==> config.mk <==
export PLATFORM = sky130hd
export DESIGN_NAME = rcw_out_buf
export DESIGN_NICKNAME = d
export VERILOG_FILES = /design/src/hdl/rcw_pkg.sv /design/src/hdl/rcw_out_buf.sv
export SDC_FILE = /design/constraint.sdc
export NUM_CORES = 1
export LEC_CHECK = 0
export BUFFER_PORTS_ARGS = -buffer_cell sky130_fd_sc_hd__buf_2
export CELL_PAD_IN_SITES_DETAIL_PLACEMENT = 0
export CELL_PAD_IN_SITES_GLOBAL_PLACEMENT = 2
export CORE_UTILIZATION = 30
export CTS_CLUSTER_DIAMETER = 120
export DETAILED_ROUTE_END_ITERATION = 8
export PLACE_DENSITY = 0.69
export RECOVER_POWER = 100
export REMOVE_ABC_BUFFERS = 1
export SYNTH_ARGS = -nofsm -noshare
export SYNTH_HDL_FRONTEND = slang
export SYNTH_SLANG_ARGS = --single-unit
==> constraint.sdc <==
create_clock -name clk -period 16.9 [get_ports clk]
set_clock_uncertainty 0.05 [all_clocks]
set_input_delay 3.38 -clock clk [delete_from_list [all_inputs] [get_ports clk]]
set_output_delay 3.38 -clock clk [all_outputs]
set_load 0.01 [all_outputs]
==> src/hdl/rcw_pkg.sv <==
package rcw_pkg;

  localparam int FRAC_BITS      = 16;
  localparam int MAP_INDEX_BITS = 8;

  localparam int POS_W   = 24;
  localparam int CELL_W  = 8;
  localparam int DIR_W   = 18;
  localparam int WIN_W   = 12;
  localparam int TEX_W   = 11;
  localparam int LH_W    = 16;
  localparam int ROW_W   = 12;
  localparam int COL_W   = 10;
  localparam int STEP_W  = 26;
  localparam int START_W = 32;

  localparam int CFG_IDX_W  = 2;
  localparam int CFG_DATA_W = 12;

  localparam int POS_USED_W = FRAC_BITS + MAP_INDEX_BITS;
  localparam int N_W        = POS_USED_W + 2;
  localparam int NMAG_W     = POS_USED_W + 1;
  localparam int HD_W       = WIN_W + DIR_W - 1;
  localparam int NE_W       = NMAG_W + DIR_W - 1;
  localparam int DIV_LEN    = (NE_W > HD_W) ? NE_W : HD_W;
  localparam int TNUM_W     = TEX_W + FRAC_BITS;
  localparam int OFF_W      = LH_W - 1;

  localparam logic [N_W-1:0]   ONE_FP  = N_W'(2 ** FRAC_BITS);
  localparam logic [LH_W-1:0]  LH_MAX  = '1;
  localparam logic [COL_W-1:0] COL_MAX = '1;

  typedef enum logic [CFG_IDX_W-1:0] {
    REG_SCREEN_ROWS    = 2'd0,
    REG_TEXTURE_WIDTH  = 2'd1,
    REG_TEXTURE_HEIGHT = 2'd2
  } cfg_reg_t;

  typedef struct packed {
    logic                 d_zero;
    logic                 d_neg;
    logic                 n_zero;
    logic                 n_neg;
    logic                 side;
    logic [FRAC_BITS-1:0] other_frac;
  } geom_t;

  typedef struct packed {
    logic                 visible;
    logic [LH_W-1:0]      wall_rows;
    logic [ROW_W-1:0]     row_first;
    logic [ROW_W-1:0]     row_last;
    logic [OFF_W-1:0]     offset;
    logic [FRAC_BITS-1:0] frac;
    logic                 mirror;
  } span_t;

  typedef struct packed {
    logic               visible;
    logic [LH_W-1:0]    wall_rows;
    logic [ROW_W-1:0]   row_first;
    logic [ROW_W-1:0]   row_last;
    logic [COL_W-1:0]   texture_column;
    logic [STEP_W-1:0]  texture_step;
    logic [START_W-1:0] texture_start;
  } result_t;

endpackage

==> src/hdl/rcw_out_buf.sv <==
module rcw_out_buf (
  input  logic            clk,
  input  logic            rst,
  input  logic            push_valid,
  output logic            push_ready,
  input  rcw_pkg::result_t push_item,
  output logic            pop_valid,
  input  logic            pop_ready,
  output rcw_pkg::result_t pop_item
);
  import rcw_pkg::*;

  logic    main_valid;
  logic    skid_valid;
  result_t main_item;
  result_t skid_item;
  logic    push;
  logic    pop;

  assign push_ready = !skid_valid;
  assign push       = push_valid && !skid_valid;
  assign pop        = main_valid && pop_ready;
  assign pop_valid  = main_valid;
  assign pop_item   = main_item;

  always_ff @(posedge clk) begin
    if (rst) begin
      main_valid <= 1'b0;
      skid_valid <= 1'b0;
    end else begin
      if (skid_valid) begin
        if (pop) begin
          skid_valid <= 1'b0;
        end
      end else if (push && main_valid && !pop) begin
        skid_valid <= 1'b1;
      end
      if (!main_valid || pop) begin
        main_valid <= skid_valid || push;
      end
    end
  end

  always_ff @(posedge clk) begin
    if (!main_valid || pop) begin
      main_item <= skid_valid ? skid_item : push_item;
    end
    if (!skid_valid && push && main_valid && !pop) begin
      skid_item <= push_item;
    end
  end

endmodule

# Yosys cells after proc, flatten, opt, wreduce, memory -nomap -nowiden
# Cells that the tools add are included.
totals:
  ff_bits: 220
  inputBits: 113
  output_inout_bits: 111
  wordCells: 32
classes:
  mux: 4
  reduce_logical: 12
op_table:
  columns: ["operator", "n"]
  rows:
  - ["109-bit 2-to-1 mux", 1]
  - ["1-bit logical AND", 7]
  - ["1-bit logical NOT", 3]
  - ["1-bit 2-to-1 mux", 3]
  - ["1-bit logical OR", 2]

# Longest topological paths before layout
depth:
  ltp_word: 6
  ltp_mapped: 5
  mapped_depth_nobuf: 2

# Worst setup path after synthesis
# OpenSTA, ideal clock, no wires.
synth_path:
  kind: "in2reg"
  from: "in pop_ready"
  to: "reg skid_item[0] (netlist bit) (enable)"
  setup_ns: 0.732
  arrival_ns: 14.211
  required_ns: 16.118
  path_slack_ns: 1.907
  path_stages: 2
  n_path_buf: 0
  path_cell_list: "nand2b_1 nor3b_1"
synth_between:
  elab_chain_len: 3
synth_rtl:
  columns: ["item", "line_no", "text"]
  rows:
  - ["start, declared", "rcw_out_buf.sv:8", "input logic pop_ready,"]
  - ["1-bit logical AND", "rcw_out_buf.sv:22", "assign pop = main_valid && pop_ready;"]
  - ["1-bit logical NOT", "rcw_out_buf.sv:48", "if (!skid_valid && push && main_valid && !pop) begin"]
  - ["1-bit logical AND", "rcw_out_buf.sv:48", null]
  - ["end signal, assigned", "rcw_out_buf.sv:49", "skid_item <= push_item;"]
  - ["end, declared", "rcw_out_buf.sv:16", "result_t skid_item;"]
# Every way passes these cells.
# A chain may end at the register's enable or synchronous reset.

# Final worst setup path
layout_path:
  from: "in pop_ready"
  to: "reg skid_item[97] (netlist bit) (enable)"
# The elaborated chain is that of the path after synthesis.

==> impl_metrics.xml <==
<?xml version="1.0" encoding="UTF-8"?>
<metrics>
  <group name="outcome">
    <metric name="run_status" unit="">complete, but fails checks</metric>
    <metric name="failed_checks" unit="">capacitance limit, slew limit</metric>
  </group>
  <group name="timing">
    <metric name="fmax" unit="MHz">98.2</metric>
    <metric name="number_of_endpoints_failing_setup_at_the_final_stage" unit="">0</metric>
    <metric name="worst_pin_slew" unit="ns">3.95</metric>
    <metric name="finalSetupTns" unit="ns">0</metric>
    <metric name="timing.final.crit_share" unit="">0.603</metric>
    <metric name="grt_setup_unrepaired" unit="">false</metric>
    <metric name="hold_violations" unit="">0</metric>
    <metric name="period_needed" unit="ns">10.18</metric>
    <metric name="drv_slew" unit="">226</metric>
    <metric name="timing.slew.headroom" unit="">-1.63</metric>
  </group>
  <group name="die">
    <metric name="height_of_the_die" unit="µm">168</metric>
    <metric name="core" unit="µm²">27000</metric>
    <metric name="floorplan.rows" unit="">60</metric>
    <metric name="chipWidth" unit="µm">168</metric>
    <metric name="design.portCount" unit="">224</metric>
    <metric name="fp.dieArea" unit="µm²">28100</metric>
    <metric name="floorplan.initialDensity" unit="">0.305</metric>
  </group>
  <group name="power_and_ir_drop">
    <metric name="power.leakage" unit="nW">3.29</metric>
    <metric name="net_switching_component_of_the_power" unit="mW">0.262</metric>
    <metric name="power_frac_seq" unit="">0.517</metric>
    <metric name="netSwitchingFraction" unit="">0.209</metric>
    <metric name="power.share.clock" unit="">0.416</metric>
    <metric name="vdd_drop_max" unit="µV">73.8</metric>
    <metric name="power_per_cell_area" unit="nW/µm²">126</metric>
    <metric name="power.internal" unit="mW">0.994</metric>
    <metric name="combinationalPowerShare" unit="">0.067</metric>
  </group>
  <group name="finish">
    <metric name="layout_commonest_cell" unit="">edfxtp_1</metric>
    <metric name="finish.net_count" unit="">703</metric>
    <metric name="commonest_cells_after_routing_fill_and_taps_aside" unit="">edfxtp_1 (218), clkbuf_1 (209), mux2_1 (66)</metric>
    <metric name="post_route_cells_drive_above_1_share" unit="">0.169</metric>
    <metric name="post-route-util" unit="">0.370</metric>
    <metric name="antennaDiodeCount" unit="">0</metric>
    <metric name="areaGrowthSynthToFinish" unit="%">21.3</metric>
    <metric name="n_fill_cell" unit="">2620</metric>
  </group>
  <group name="yosys">
    <metric name="postSynthCellCount" unit="">349</metric>
    <metric name="synthDominantAreaCellType" unit="">edfxtp_1</metric>
    <metric name="synth_seq_area_share" unit="">0.801</metric>
    <metric name="ys_seq_elements" unit="">220</metric>
    <metric name="avgSynthCellArea" unit="µm²">23.6</metric>
    <metric name="synth.top_cell.area_share" unit="">0.796</metric>
    <metric name="yosysWarnings" unit="">0</metric>
    <metric name="synth.top_cells.by_area" unit="">edfxtp_1 (80%), mux2_4 (12%), mux2_2 (5.9%)</metric>
    <metric name="syn_area" unit="µm²">8230</metric>
    <metric name="synth.lib_cells_used.distinct" unit="">13</metric>
  </group>
  <group name="worst_setup_path">
    <metric name="critPathMostFrequentCell" unit="">clkbuf_1</metric>
    <metric name="critical-path-max-stage-delay" unit="ns">2.82</metric>
    <metric name="start_kind" unit="">input port</metric>
    <metric name="crit_path_cell_trace" unit="">buf_2 -&gt; nand2b_1 -&gt; nor3b_1 -&gt; clkbuf_1 -&gt; clkbuf_1</metric>
    <metric name="crit_path_max_fanout" unit="">70</metric>
    <metric name="timing.critical_path.to_type" unit="">flop</metric>
    <metric name="setup.worst_path.class" unit="">in -&gt; reg</metric>
    <metric name="crit_slowest_cell" unit="">clkbuf_1</metric>
    <metric name="worstPathRequired" unit="ns">16.86</metric>
    <metric name="worst-endpoint-arrival" unit="ns">10.14</metric>
  </group>
  <group name="routing">
    <metric name="route.antenna.remaining_nets" unit="">0</metric>
    <metric name="drc" unit="">0</metric>
    <metric name="firstDrtPassIters" unit="">4</metric>
    <metric name="viasPerCell" unit="">4.32</metric>
    <metric name="routed_wirelength" unit="mm">16.6</metric>
    <metric name="drt_iter0_drc" unit="">200</metric>
    <metric name="vias" unit="">4100</metric>
    <metric name="wire_per_inst" unit="µm">17.4</metric>
  </group>
  <group name="cts">
    <metric name="cts_htree_levels" unit="">1</metric>
    <metric name="numClockSinks" unit="">220</metric>
    <metric name="tritoncts" unit="">yes</metric>
    <metric name="cts.repair_timing.setup_buffer_count" unit="">0</metric>
    <metric name="worst_setup_hold_path_clk_slew" unit="ns">0.06</metric>
    <metric name="numCtsBuffers" unit="">24</metric>
    <metric name="clkLatencyLatePin" unit="ns">0.50</metric>
    <metric name="clock_tree.buffer_depth" unit="">3</metric>
    <metric name="root_buffer" unit="">clkbuf_16</metric>
    <metric name="post_cts.resized_instances" unit="">0</metric>
    <metric name="cts_hold_repair.buffers" unit="">0</metric>
  </group>
  <group name="place">
    <metric name="dp_hpwl" unit="mm">10.7</metric>
    <metric name="gp_congestion" unit="">0.710</metric>
    <metric name="port_buffers" unit="">223</metric>
  </group>
  <group name="grt">
    <metric name="grt_pass1_vias" unit="">4343</metric>
    <metric name="gr_overflow_total" unit="">0</metric>
    <metric name="antenna_found_initial" unit="">0</metric>
    <metric name="maximum_number_of_pins_on_one_net_before_global_route_repair" unit="">71</metric>
    <metric name="gr-usage-all-layers" unit="">0.114</metric>
    <metric name="global_route_wire_length_before_repair" unit="mm">25.2</metric>
  </group>
  <group name="job">
    <metric name="timing.max_cap.violations" unit="">4</metric>
  </group>
  <group name="worst_hold_path">
    <metric name="hold_path.class" unit="">reg -&gt; reg</metric>
  </group>
</metrics>
==> power groups by stage <==
stage | Sequential [mW] | Combinational, mW | Clock [mW]
final | 0.649 | 0.0839 | 0.523
after global routing | 0.653 | 0.0918 | 0.560
after CTS | 0.648 | 0.109 | 0.543
after detailed placement | 0.659 | 0.109 | 0
after global placement | 0.658 | 0.106 | 0
after floorplan | 0.680 | 0.0413 | 0
==> Yosys cell counts (all sizes together) <==
cell type / n
nor2: 1
buf: 13
nand2b: 1
inv: 1
a211oi: 1
a21oi: 2
edfxtp: 218
nor3b: 1
dfxtp: 2
mux2: 109
==> critical path, delay by kind of cell <==
| family | cells | cell delay, ns |
|---|---|---|
| buffers and inverters | 3 | 4.57 |
| AND/OR/NAND/NOR | 2 | 2.01 |
==> layer usage <==
metal	GRT usage	wire, µm	vias to the layer above
li1	-	-	1879
met1	0.142	7080	2049
met2	0.192	7890	151
met3	0.0355	1230	21
met4	0.0283	346	0
met5	0	0	-
==> layout make-up <==
type                    instances  area (µm²)  share of cell area
clock inverters                 6        75.1             0.00752
clock buffers                  38         724              0.0726
multi-input cells             115        1260               0.127
flip-flops and latches        220        6590               0.661
inverters                       1        3.75            0.000376
repair buffers                228         895              0.0897
well taps                     341         427              0.0428
==> worst paths after layout <==
| kind | from | end | slack, ns | cells past startpoint |
|---|---|---|---|---|
| setup / recovery | pop_ready | skid_item[97] | 6.72 | 5 |
| hold / removal | pop_valid | skid_valid | 0.45 | 1 |
| setup reg to reg | pop_valid | skid_item[97] | 9.38 | 4 |
| hold reg to reg | pop_valid | skid_valid | 0.45 | 1 |
==> flip-flops by register name (all words and copies together), names as in the netlist <==
register    cells
pop_valid       1
skid_valid      1
pop_item      109
skid_item     109
==> logic make-up after synthesis <==
kind of cell,synth area share
AOI/OAI and AO/OA,0.00213
buffers and inverters,0.0157
DFF,0.801
muxes,0.179
and+or+nand+nor,0.00213
==> per-stage QoR <==
step | hold slack (ns) | instance area (µm²) | power, mW | worst slack (ns) | std cells
final | 0.454 | 9980 | 1.26 | 6.72 | 949
after global routing | 0.494 | 9980 | 1.30 | 5.73 | 949
after CTS | 0.494 | 10500 | 1.30 | 11.12 | 949
after detailed placement | 0.482 | 9700 | 0.767 | 10.59 | 905
after global placement | 0.477 | 9700 | 0.764 | 10.70 | 905
after floorplan | 0.472 | 8100 | 0.722 | 1.91 | 336
No activity file was read; power rests on OpenSTA's default activity.
