### config.mk
export PLATFORM = sky130hd
export DESIGN_NAME = rcw_divider
export DESIGN_NICKNAME = d
export VERILOG_FILES = /design/src/hdl/rcw_divider.sv
export SDC_FILE = /design/constraint.sdc
export NUM_CORES = 1
export LEC_CHECK = 0
export ABC_AREA = 1
export BUFFER_PORTS_ARGS = -buffer_cell sky130_fd_sc_hd__buf_2
export CORE_MARGIN = 10
export CORE_UTILIZATION = 62
export DETAILED_ROUTE_END_ITERATION = 12
export GPL_TIMING_DRIVEN = 0
export PLACE_DENSITY = 0.8
export SYNTH_ARGS = -nofsm -noshare
export SYNTH_HDL_FRONTEND = slang
export SYNTH_SLANG_ARGS = --single-unit
### constraint.sdc
create_clock -name clk -period 2.4 [get_ports clk]
set_clock_uncertainty 0.2 [all_clocks]
set_input_delay 0.36 -clock clk [delete_from_list [all_inputs] [get_ports clk]]
set_output_delay 0.36 -clock clk [all_outputs]
set_load 0.02 [all_outputs]
### src/hdl/rcw_divider.sv
module rcw_divider #(
  parameter int NUM_W  = 8,
  parameter int DEN_W  = 8,
  parameter int SIDE_W = 1
) (
  input  logic              clk,
  input  logic              rst,
  input  logic              en,
  input  logic              in_valid,
  input  logic [NUM_W-1:0]  num,
  input  logic [DEN_W-1:0]  den,
  input  logic [SIDE_W-1:0] side_in,
  output logic              out_valid,
  output logic [NUM_W-1:0]  quo,
  output logic [DEN_W-1:0]  rem,
  output logic [SIDE_W-1:0] side_out
);

  logic              vld [NUM_W];
  logic [NUM_W-1:0]  nq  [NUM_W];
  logic [DEN_W-1:0]  rr  [NUM_W];
  logic [DEN_W-1:0]  dd  [NUM_W];
  logic [SIDE_W-1:0] ss  [NUM_W];

  for (genvar i = 0; i < NUM_W; i++) begin : g_step
    logic              v_in;
    logic [NUM_W-1:0]  nq_in;
    logic [DEN_W-1:0]  r_in;
    logic [DEN_W-1:0]  d_in;
    logic [SIDE_W-1:0] s_in;
    logic [DEN_W:0]    trial;
    logic [DEN_W:0]    diff;
    logic              ge;

    if (i == 0) begin : g_head
      assign v_in  = in_valid;
      assign nq_in = num;
      assign r_in  = '0;
      assign d_in  = den;
      assign s_in  = side_in;
    end else begin : g_body
      assign v_in  = vld[i-1];
      assign nq_in = nq[i-1];
      assign r_in  = rr[i-1];
      assign d_in  = dd[i-1];
      assign s_in  = ss[i-1];
    end

    assign trial = {r_in, nq_in[NUM_W-1]};
    assign diff  = trial - {1'b0, d_in};
    assign ge    = trial >= {1'b0, d_in};

    always_ff @(posedge clk) begin
      if (rst) begin
        vld[i] <= 1'b0;
      end else if (en) begin
        vld[i] <= v_in;
      end
    end

    always_ff @(posedge clk) begin
      if (en) begin
        nq[i] <= {nq_in[NUM_W-2:0], ge};
        rr[i] <= ge ? diff[DEN_W-1:0] : trial[DEN_W-1:0];
        dd[i] <= d_in;
        ss[i] <= s_in;
      end
    end
  end

  assign out_valid = vld[NUM_W-1];
  assign quo       = nq[NUM_W-1];
  assign rem       = rr[NUM_W-1];
  assign side_out  = ss[NUM_W-1];

endmodule

* Yosys cells after proc, flatten, opt, wreduce, memory -nomap -nowiden
Memories as Yosys holds them, arrays and structs flattened.
Cells that the tools add are included.
** Word-level totals
- Bits in latches :: 0
- Bits in writable memories :: 208
- Output and inout bits :: 18
- Input port bits :: 21
- Word-level logic and storage cells :: 51
- Memory bits (read-only) :: 0
- Register bits :: 0
- Memories :: 5
** Memory list
- dd :: depth 8, width 8, rd ports 7, clocked after memory_dff 0, wr ports 8, RTL line 22 : logic [DEN_W-1:0] dd [NUM_W];
- nq :: depth 8, width 8, rd ports 8, clocked after memory_dff 0, wr ports 8, RTL line 20 : logic [NUM_W-1:0] nq [NUM_W];
- rr :: depth 8, width 8, rd ports 8, clocked after memory_dff 0, wr ports 8, RTL line 21 : logic [DEN_W-1:0] rr [NUM_W];
- ss :: depth 8, width 1, rd ports 8, clocked after memory_dff 0, wr ports 8, RTL line 23 : logic [SIDE_W-1:0] ss [NUM_W];
- vld :: depth 8, width 1, rd ports 8, clocked after memory_dff 0, wr ports 8, RTL line 19 : logic vld [NUM_W];
** Cells by class
- $add $sub $neg :: 8
- Multiply operators :: 0
- Multiplexer cells :: 22
- Shift-type cells :: 0
- Equal/unequal tests :: 0
- Bitwise gates (word level) :: 8
- Order comparisons :: 8
- Reductions and logical operators :: 0
- Div/mod/pow operators :: 0
** Operator list (count)
- 8-bit two-way mux :: 8
- 9-bit by 8-bit >= comparator with 1-bit output :: 7
- 8-bit subtractor :: 7
- 1-bit two-way mux :: 14
- 1-bit by 8-bit >= comparator with 1-bit output :: 1
- 1-bit OR :: 8
- 1-bit by 8-bit subtractor with 8-bit output :: 1

* Longest topological paths before layout
Gate-level depths: netlist of run 1.
- Depth after elaboration :: 4
- Gate-level depth with buffers :: 11
- Depth with buffers taken out :: 11

* Least setup slack after synthesis of run 1
Ideal clock, no wire load.
- Path type :: register to register
- Start point :: memory rr[4][1] (netlist: rr[2][1])
- End point :: memory rr[5][7] (netlist: rr[2][15]), data pin
- Stages on the path, launching flop included :: 9
- Data required time :: 1.948 ns
- Buffers on the path :: 0
- Setup slack :: 0.481 ns
- Setup time :: 0.252 ns
- Period minus slack after synthesis :: 1.919 ns
- Arrival :: 1.466 ns
- Cell sequence :: edfxtp_1 -> ha_1 -> or2_1 -> nand3b_1 -> nand2_1 -> nand2_2 -> nand2_4 -> nand2_1 -> nand2_1
** RTL lines (RTL line)
- start, declared :: 21

==> results of run 1 <==
## worst paths after layout
kind | cells after the start | to | slack (ns)
hold reg to reg | 0 | nq[1][9] | 0.22
hold / removal | 3 | vld[0][0] | 0.06
setup / recovery | 9 | rr[2][9] | 0.15
setup reg to reg | 9 | rr[2][9] | 0.15
## layer usage
metal / vias to the layer above / track usage (%)
li1: 3495 / -
met4: 0 / 7.93
met2: 151 / 30.6
met1: 3171 / 19.9
met5: - / 0
met3: 46 / 3.55
## sequential cells by signal, summed over array words and instances (netlist names)
| signal | count |
|---|---|
| dd | 56 |
| nq | 64 |
| rr | 64 |
| ss | 8 |
| vld | 8 |
## cells in the mapped netlist, drive strengths merged
| master | count |
|---|---|
| a21oi | 31 |
| and2 | 2 |
| buf | 8 |
| clkinv | 2 |
| edfxtp | 200 |
| fa | 7 |
| ha | 58 |
| inv | 175 |
| nand2 | 322 |
| nand3 | 104 |
| nand3b | 1 |
| nand4 | 13 |
| nor2 | 57 |
| nor3 | 6 |
| nor4 | 2 |
| o21ai | 1 |
| or2 | 5 |
| xnor2 | 8 |
| xor2 | 14 |
## layout make-up
cell class,count,share of cell area [%]
sequential,200,52.1
buffer,8,0.684
clock inverter,15,1.72
multi-input combinational,631,30.3
clock buffer,17,3.69
tap,216,2.34
inverter,177,5.76
timing repair buffer,55,3.37
## kinds of logic (layout without fill, tap and decap cells)
kind of cell             count (synthesis)  after routing
AO/OA/AOI/OAI                           32             32
XOR/XNOR                                22             22
adder cells (fa/ha/maj)                 65             65
buffers and inverters                  185            272
flip-flops                             200            200
AND/OR/NAND/NOR                        512            512
## critical path, delay by kind of cell (launching register included)
| kind | cells | cell delay (ns) |
|---|---|---|
| fa+ha+maj | 1 | 0.39 |
| simple gates | 8 | 0.99 |
| flops | 1 | 0.42 |
## metrics by stage
stage | TNS [ns] | std cells | util (%) | total power, mW
6_report | 0 | 1319 | 71.8 | 11.4
5_1_grt | 0 | 1319 | 71.8 | 12.1
4_1_cts | 0 | 1319 | 71.7 | 11.4
3_5_place_dp | 0 | 1271 | 66.8 | 8.50
3_3_place_gp | -344.51 | 1270 | 66.6 | 8.40
2_1_floorplan | 0 | 1016 | - | 7.66
## power by group through the flow
stage / clock (mW) / sequential (mW) / combinational, mW
floorplan: 0 / 4.97 / 2.69
global placement: 0 / 4.95 / 3.45
detailed placement: 0 / 4.95 / 3.55
CTS: 2.93 / 4.88 / 3.61
global route: 3.07 / 4.94 / 4.15
finish: 2.88 / 4.88 / 3.62
## what timing repair did
item,4_1_cts,5_1_grt
setup endpoints to repair,0,9
gates resized for setup,0,2
endpoints found under the hold margin,16,0
hold buffers,16,0
==> results.md, run 1 <==
* Status: complete, no violations
* Hold crit path type: in -> reg
* Final wirelength at 18300 um
* Vias in the first global route at 6780
* CTS tree: built
* Synth Register Bits at 200
* Synth unique cells at 28
* Met2 Wirelength at 9490 um
* Clock tree buffer depth at 2
* Starting DRT DRC Count at 638
* Req. time, crit path at 2.39 ns
* Register area at 0.00601 mm2
* Synthesis-to-finish area growth at 12.6%
* ANT nets after route at 0
* CP endpoint kind: flip-flop
* Grt total ovfl at 0
* DIE AREA at 0.0220 mm2
* Top Metal Used: met4
* CTS clk-pin slew, worst paths at 0.08 ns
* Core ar. at 0.0161 mm2
* Slew Limit Fails at 0
* Combinational share of power at 31.8%
* Multiplexer share of the synthesized area at 0%
* Internal power at 7.39 mW
* Largest family of logic cells by synthesized area: simple AND/OR/NAND/NOR gates
* Hold slack at 0.0597 ns
* Setup WS post-layout at 0.147 ns
* Ys Warns at 0
* Met1 wire length at 7610 um
* Clock Latency Late Sink at 0.44 ns
* Initial antenna violation count at 0
* Type of origin of the critical path: flip-flop
* CP dominant cell by count: nand2_1
* I/O Pins at 39
* Die Height at 148 um
* Post-Synth XOR/XNOR Area at 1.88%
* Hpwl dp at 12700 um
* Multi-input logic area at 0.00350 mm2
* Net Switching at 3.98 mW
* Final setup fails at 0
* Critical path class: reg -> reg
* Post-CTS setup buffers at 0
* Drt wl/cell at 13.9 um
* Via Count at 6863
* Slew HR at 54.7%
* CTS buffer count at 17
* Register area share after synthesis at 58.7%
* Clk root buf: clkbuf_16
* Sw Ratio at 35.0%
* Yosys top cell area share at 58.7%
* Fin crit share at 93.9%
* Final Critical Period at 2.25 ns
* IR drop worst, VDD at 0.624 mV
* Ant. Diodes at 0
* Largest net degree at the start of global routing at 136
* Final hold vios at 0
* DR WL met3 at 723 um
* Unrepaired setup endpoints after global routing: false
* Chip Width at 148 um
* Area post-placement at 0.0107 mm2
* F_max at 444 MHz
* Most common cell after layout, fill and taps aside: nand2_1
* Area leader, netlist: edfxtp_1
* NumNets Final at 1176
* Synth Area in Compound Gates at 1.60%
* Post-Synthesis Cells at 1016
* Post-Synth Adder-Cell Area at 8.46%
* GRT Resource Usage Total at 17.4%
* Reg2reg start: rr[2][5]
* DR vias/cell at 5.20
* CTS H-tree lvls at 4
* Leak at 5.41 nW
* Measured slew at the worst slew-check pin at 0.679 ns
* CP max-delay cell: edfxtp_1
* DRC viols at 0
* Cell area power density at 987 mW/mm2
* CP arrival at 2.24 ns
* Filler cell count at 1146
* Sequential power share at 42.9%
* Critical path fanouts, max at 9
* Max incr delay on CP at 0.42 ns
* Maxcap violations at 0
* 1st-pass router iterations at 6
* Setup WS pre-CTS at 0.170 ns
* Share of cells above drive strength 1 at 9.43%
* Initial Utilization at 63.7%
* Placer Congestion at 0.881
* Worst Setup SP: rr[2][5]
* Post-synth net total at 1102
* CP cell instances: ha_1 -> nand2_1 -> nand2_1 -> nand2_1 -> nand2_1 -> nor2_2 -> nand2_4 -> nand2_1 -> nand2_1
* Final Cell Area at 0.0115 mm2
* Clock sinks at 200
* Count of buffers from port buffering at 38
* Synthesized area per cell at 10.1 um2
* Rows at 46
* HP Start: in_valid
* Top cells by area, synth: edfxtp_1 (59%), nand2_1 (11%), ha_1 (7.1%), inv_1 (6.4%), nand3_1 (5.1%)
* Synth Area in Simple Gates at 22.1%
* Mapped cell area at 0.0102 mm2
* First-pass GRT wire length at 31300 um
* Most frequent cells in the layout: nand2_1 (306), edfxtp_1 (200), inv_1 (175), nand3_1 (103), ha_1 (58)
* Power share of the clock group at 25.3%
(Power assumes the default switching activity.)
==> inputs of run 2 (changes only) <==
- CORE_UTILIZATION: 62 -> 60
- PLACE_DENSITY: 0.8 -> 0.78
==> run 2 against run 1 <==
Effect of this change:
- via count shrank 0.71%
- critical path depth did not move
- worst hold slack got worse by 0.045 ns
- die area rose by 2.9%
- setup slack improved by 0.0036 ns
- critical endpoint is now rr[1][4]
- largest cell class unchanged
==> results.md, run 2 (synthesis gave the netlist of run 1 again) <==
* Maxcap violations at 0
* Grt total ovfl at 0
* F_max at 445 MHz
* DR vias/cell at 5.15
* Starting DRT DRC Count at 481
* Clk root buf: clkbuf_16
* Placer Congestion at 0.919
* I/O Pins at 39
* Drt wl/cell at 13.7 um
* CP arrival at 2.24 ns
* Clock Latency Late Sink at 0.44 ns
* Count of buffers from port buffering at 38
* GRT Resource Usage Total at 16.8%
* Initial Utilization at 61.5%
* Area post-placement at 0.0107 mm2
* Final Cell Area at 0.0116 mm2
* Most frequent cells in the layout: nand2_1 (306), edfxtp_1 (200), inv_1 (175), nand3_1 (103), ha_1 (58)
* Measured slew at the worst slew-check pin at 0.577 ns
* Synthesis-to-finish area growth at 13.0%
* Vias in the first global route at 6674
* Fin crit share at 93.7%
* IR drop worst, VDD at 0.884 mV
* 1st-pass router iterations at 5
* NumNets Final at 1177
* Slew Limit Fails at 0
* Chip Width at 151 um
* Die Height at 151 um
* Cell area power density at 992 mW/mm2
* Req. time, crit path at 2.39 ns
* Leak at 5.43 nW
* CP endpoint kind: flip-flop
* Slew HR at 61.5%
* CTS H-tree lvls at 4
* Filler cell count at 1149
* Core ar. at 0.0166 mm2
* Critical path fanouts, max at 9
* Hold slack at 0.0151 ns
* Type of origin of the critical path: flip-flop
* Final Critical Period at 2.25 ns
* Final hold vios at 0
* DRC viols at 0
* Hold crit path type: in -> reg
* Initial antenna violation count at 0
* Final setup fails at 0
* Largest net degree at the start of global routing at 117
* Pwr Total at 11.5 mW
* DIE AREA at 0.0227 mm2
* Biggest regs: nq x64, rr x64, dd x56
* Ant. Diodes at 0
* Most common cell after layout, fill and taps aside: nand2_1
* Clock sinks at 200
* CTS clk-pin slew, worst paths at 0.08 ns
* Status: complete, no violations
* Final wirelength at 18200 um
* Hpwl dp at 12900 um
* Post-CTS setup buffers at 0
* Critical path class: reg -> reg
* Via Count at 6814
* CTS tree: built
* Rows at 47
* Unrepaired setup endpoints after global routing: false
* CTS buffer count at 17
* First-pass GRT wire length at 30700 um
* Share of cells above drive strength 1 at 9.60%
* Clock tree buffer depth at 2
* ANT nets after route at 0
[run 2: changes by cell type in the layout (fill, tap and decap cells not counted), sizes merged]
cell,change
bufinv,+1
clkinv,-1
clkinvlp,-1
dlygate4sd3,+1
inv,+1
[run 2: report_power, final]
| group | leakage (nW) | internal [mW] | total, mW | switching (mW) |
|---|---|---|---|---|
| logic | 3.15 | 1.36 | 3.60 | 2.24 |
| clock network | 0.311 | 1.54 | 3.00 | 1.46 |
| registers | 1.97 | 4.61 | 4.88 | 0.274 |
[run 2: critical path, stage by stage, from the launching register on]
cell and delay, ns:
edfxtp_1 0.41, ha_1 0.38, nand2_1 0.13, nor2_1 0.07, nand2_1 0.05, nor2_1 0.04
nor2_2 0.37, nand2_4 0.17, nand2_1 0.11, nand2_1 0.06
[run 2: layout make-up]
type                    count  area (um2)  area share, %
multi-input cells         631        3500           30.3
plain buffers               8        78.8          0.681
flip-flops and latches    200        6010           51.9
repair buffers             56         398           3.44
inverters                 177         664           5.74
clock inverters            15         220           1.90
well taps                 220         275           2.38
clock buffers              17         425           3.68
[run 2: worst paths after layout]
path / end / start / slack (ns) / cells after the start
worst min-delay path: rr[0][0] / num[7] / 0.02 / 3
worst min register to register: nq[1][29] / nq[1][20] / 0.22 / 0
worst max register to register: rr[1][4] / rr[0][12] / 0.15 / 9
worst max-delay path: rr[1][4] / rr[0][12] / 0.15 / 9
[run 2: what timing repair did]
action	in CTS	in global routing
hold buffers	17	0
endpoints found under the hold margin	17	0
resized for setup	0	3
setup endpoints to repair	0	3
[run 2: layer usage]
metal	GRT usage, %	share of wire [%]	up-vias
met5	0	0	-
met4	5.92	1.8	0
met3	3.66	3.9	33
met2	30.5	54	138
met1	19.0	40	3156
li1	-	-	3487
[run 2: through the flow]
stage / worst slack, ns / instances / TNS [ns] / util (%)
6_report: 0.150 / 1324 / 0 / 69.5
5_1_grt: 0.0346 / 1324 / 0 / 69.5
4_1_cts: 0.161 / 1324 / 0 / 69.4
3_5_place_dp: 0.196 / 1275 / 0 / 64.5
3_3_place_gp: -2.34 / 1274 / -342.32 / 64.3
2_1_floorplan: 0.481 / 1016 / 0 / -
==> inputs of run 3 (changes only) <==
- ABC_AREA: 1 -> 0
==> run 3 against run 2 <==
Effect of this change:
- via count is 17% lower
- largest power group unchanged
- die area fell by 6.8%
- critical path depth is 1 lower
- first-iteration DRC count shrank 26%
- maximum frequency is 6.0% lower
==> results.md, run 3 <==
* First-pass GRT wire length at 26300 um
* Core ar. at 0.0153 mm2
* Combinational share of power at 32.3%
* Final Cell Area at 0.0110 mm2
* Area leader, netlist: edfxtp_1
* Area post-placement at 0.00992 mm2
* Share of cells above drive strength 1 at 19.8%
* Synth Register Bits at 200
* Final setup fails at 0
* Register area at 0.00601 mm2
* CTS clk-pin slew, worst paths at 0.07 ns
* NumNets Final at 870
* Slew HR at 60.3%
* Synthesis-to-finish area growth at 17.0%
* Net Switching at 3.36 mW
* Die Height at 145 um
* Maxcap violations at 0
* CP bufs+invs at 2
* CP arrival at 2.38 ns
* Most frequent cells in the layout: edfxtp_1 (200), inv_1 (78), nand2_1 (42), ha_1 (40), o21ai_0 (39)
* Multi-input logic area at 0.00332 mm2
* Top cells by area, synth: edfxtp_1 (64%), ha_1 (7.7%), inv_1 (3.1%), o21ai_0 (2.6%), a21oi_1 (1.9%)
* Grt total ovfl at 0
* Final wirelength at 16300 um
* DR vias/cell at 5.61
* Initial Utilization at 61.6%
* Post-Synthesis Cells at 691
* Clk root buf: clkbuf_16
* Chip Width at 145 um
* Power share of the clock group at 24.4%
* Starting DRT DRC Count at 354
* Final hold vios at 0
* Clock sinks at 200
* Type of origin of the critical path: flip-flop
* IR drop worst, VDD at 0.573 mV
* I/O Pins at 39
* Synthesized area per cell at 13.7 um2
* Slew Limit Fails at 0
* Status: complete, no violations
* Sequential power share at 43.3%
* Most common flop cell mapped by yosys: edfxtp_1
* Measured slew at the worst slew-check pin at 0.596 ns
* Req. time, crit path at 2.39 ns
* Core Util, Final at 72.1%
* F_max at 418 MHz
* Post-synth net total at 777
* Placer Congestion at 0.861
* Via Count at 5654
* Largest net degree at the start of global routing at 125
* Fin crit share at 99.7%
* ANT nets after route at 0
* Clock tree buffer depth at 2
* Yosys top cell area share at 63.7%
* Synth unique cells at 49
* Rows at 45
* Internal power at 7.87 mW
* EDFF count, synth at 200
* CTS H-tree lvls at 4
* Critical path class: reg -> reg
* Clock Latency Late Sink at 0.43 ns
* 1st-pass router iterations at 5
* GRT Resource Usage Total at 15.2%
* CP dominant cell by count: buf_4
* Share of synthesized registers carrying an async set or reset at 0%
* Synth cell count leaders: edfxtp_1 (200), inv_1 (79), ha_1 (58), o21ai_0 (49), nand2_1 (42)
* Biggest regs: nq x64, rr x64, dd x56
* Vias in the first global route at 6026
* CP cell instances: ha_1 -> and4_1 -> and2_1 -> a221oi_2 -> buf_4 -> buf_4 -> a31o_2 -> o22a_1
* CP max-delay cell: edfxtp_1
* Most common cell after layout, fill and taps aside: edfxtp_1
* Filler cell count at 992
* CP endpoint kind: flip-flop
* Final Critical Period at 2.39 ns
* Critical path fanouts, max at 6
* CTS buffer count at 17
* Ant. Diodes at 0
* Register area share after synthesis at 63.7%
* Mapped cell area at 0.00943 mm2
* Initial antenna violation count at 0
* Hold crit path type: in -> reg
* Count of buffers from port buffering at 38
* Sw Ratio at 29.9%
* DRC viols at 0
* Most common cell in the netlist: edfxtp_1
* Delay-heaviest family, CP: compound AO/OA/AOI/OAI gates
* Leak at 4.30 nW
* Pwr Total at 11.2 mW
* Ys Warns at 0
* Drt wl/cell at 16.2 um
* Hpwl dp at 10700 um
* Max incr delay on CP at 0.41 ns
* DIE AREA at 0.0211 mm2
* Cell area power density at 1020 mW/mm2
* CTS tree: built
==> run 3: metal layers <==
layer	track usage, %	wire length, um	vias to the layer above
li1	-	-	2754
met1	13.5	6010	2720
met2	29.8	9120	126
met3	3.82	527	54
met4	8.65	668	0
met5	0	0	-
==> run 3: worst paths after layout <==
check	start	to	slack, ns	depth (start not counted)
worst max-delay path	rr[1][5]	rr[1][15]	0.008	8
worst min register to register	nq[1][2]	nq[1][11]	0.21	0
worst max register to register	rr[1][5]	rr[1][15]	0.008	8
worst min-delay path	num[7]	rr[0][0]	0.04	3
==> run 3: worst register-to-register path: stages (launching register included) <==
cell	delay, ns
edfxtp_1	0.41
ha_1	0.41
and4_1	0.23
and2_1	0.15
a221oi_2	0.06
buf_4	0.16
buf_4	0.15
a31o_2	0.22
o22a_1	0.15
==> run 3: final cells by class <==
type	instances	area share [%]
buffer	3	0.238
clock buffer	19	3.92
clock inverter	12	1.16
inverter	80	2.72
multi-input combinational	407	30.1
sequential	200	54.4
tap	211	2.39
timing repair buffer	75	5.01
==> run 3: metrics by stage <==
step	setup WS, ns	hold slack [ns]	std cells	setup TNS, ns
detailed placement	-0.152	0.205	941	-3.16
global route	-0.0281	0.0409	1007	-0.0671
floorplan	0.0917	0.200	691	0
global placement	-1.94	0.200	940	-330.58
CTS	0.00241	0.00486	1002	0
finish	0.00783	0.0392	1007	0
==> run 3: logic make-up (layout without fill, tap and decap cells) <==
kind of cell,after synthesis,in the layout,synth area share (%)
multiplexers,24,24,2.96
flip-flops,200,200,63.7
AO/OA/AOI/OAI,156,156,11.0
adder cells (fa/ha/maj),65,65,9.18
AND/OR/NAND/NOR,140,140,7.63
XOR/XNOR,22,22,2.04
buffers and inverters,84,189,3.48
==> run 3: timing repair <==
action,CTS,global route
buffers inserted,13,6
hold endpoints to repair,17,0
endpoints found under the setup margin,40,50
pin swaps,8,6
hold buffers,17,0
gates resized for setup,13,42
==> run 3: power groups by stage <==
stage	Combinational [mW]	Sequential, mW	Clock, mW
6_report	3.63	4.86	2.74
5_1_grt	3.97	4.91	2.92
4_1_cts	3.41	4.83	2.77
3_5_place_dp	3.15	4.90	0
3_3_place_gp	2.95	4.89	0
2_1_floorplan	2.34	4.94	0
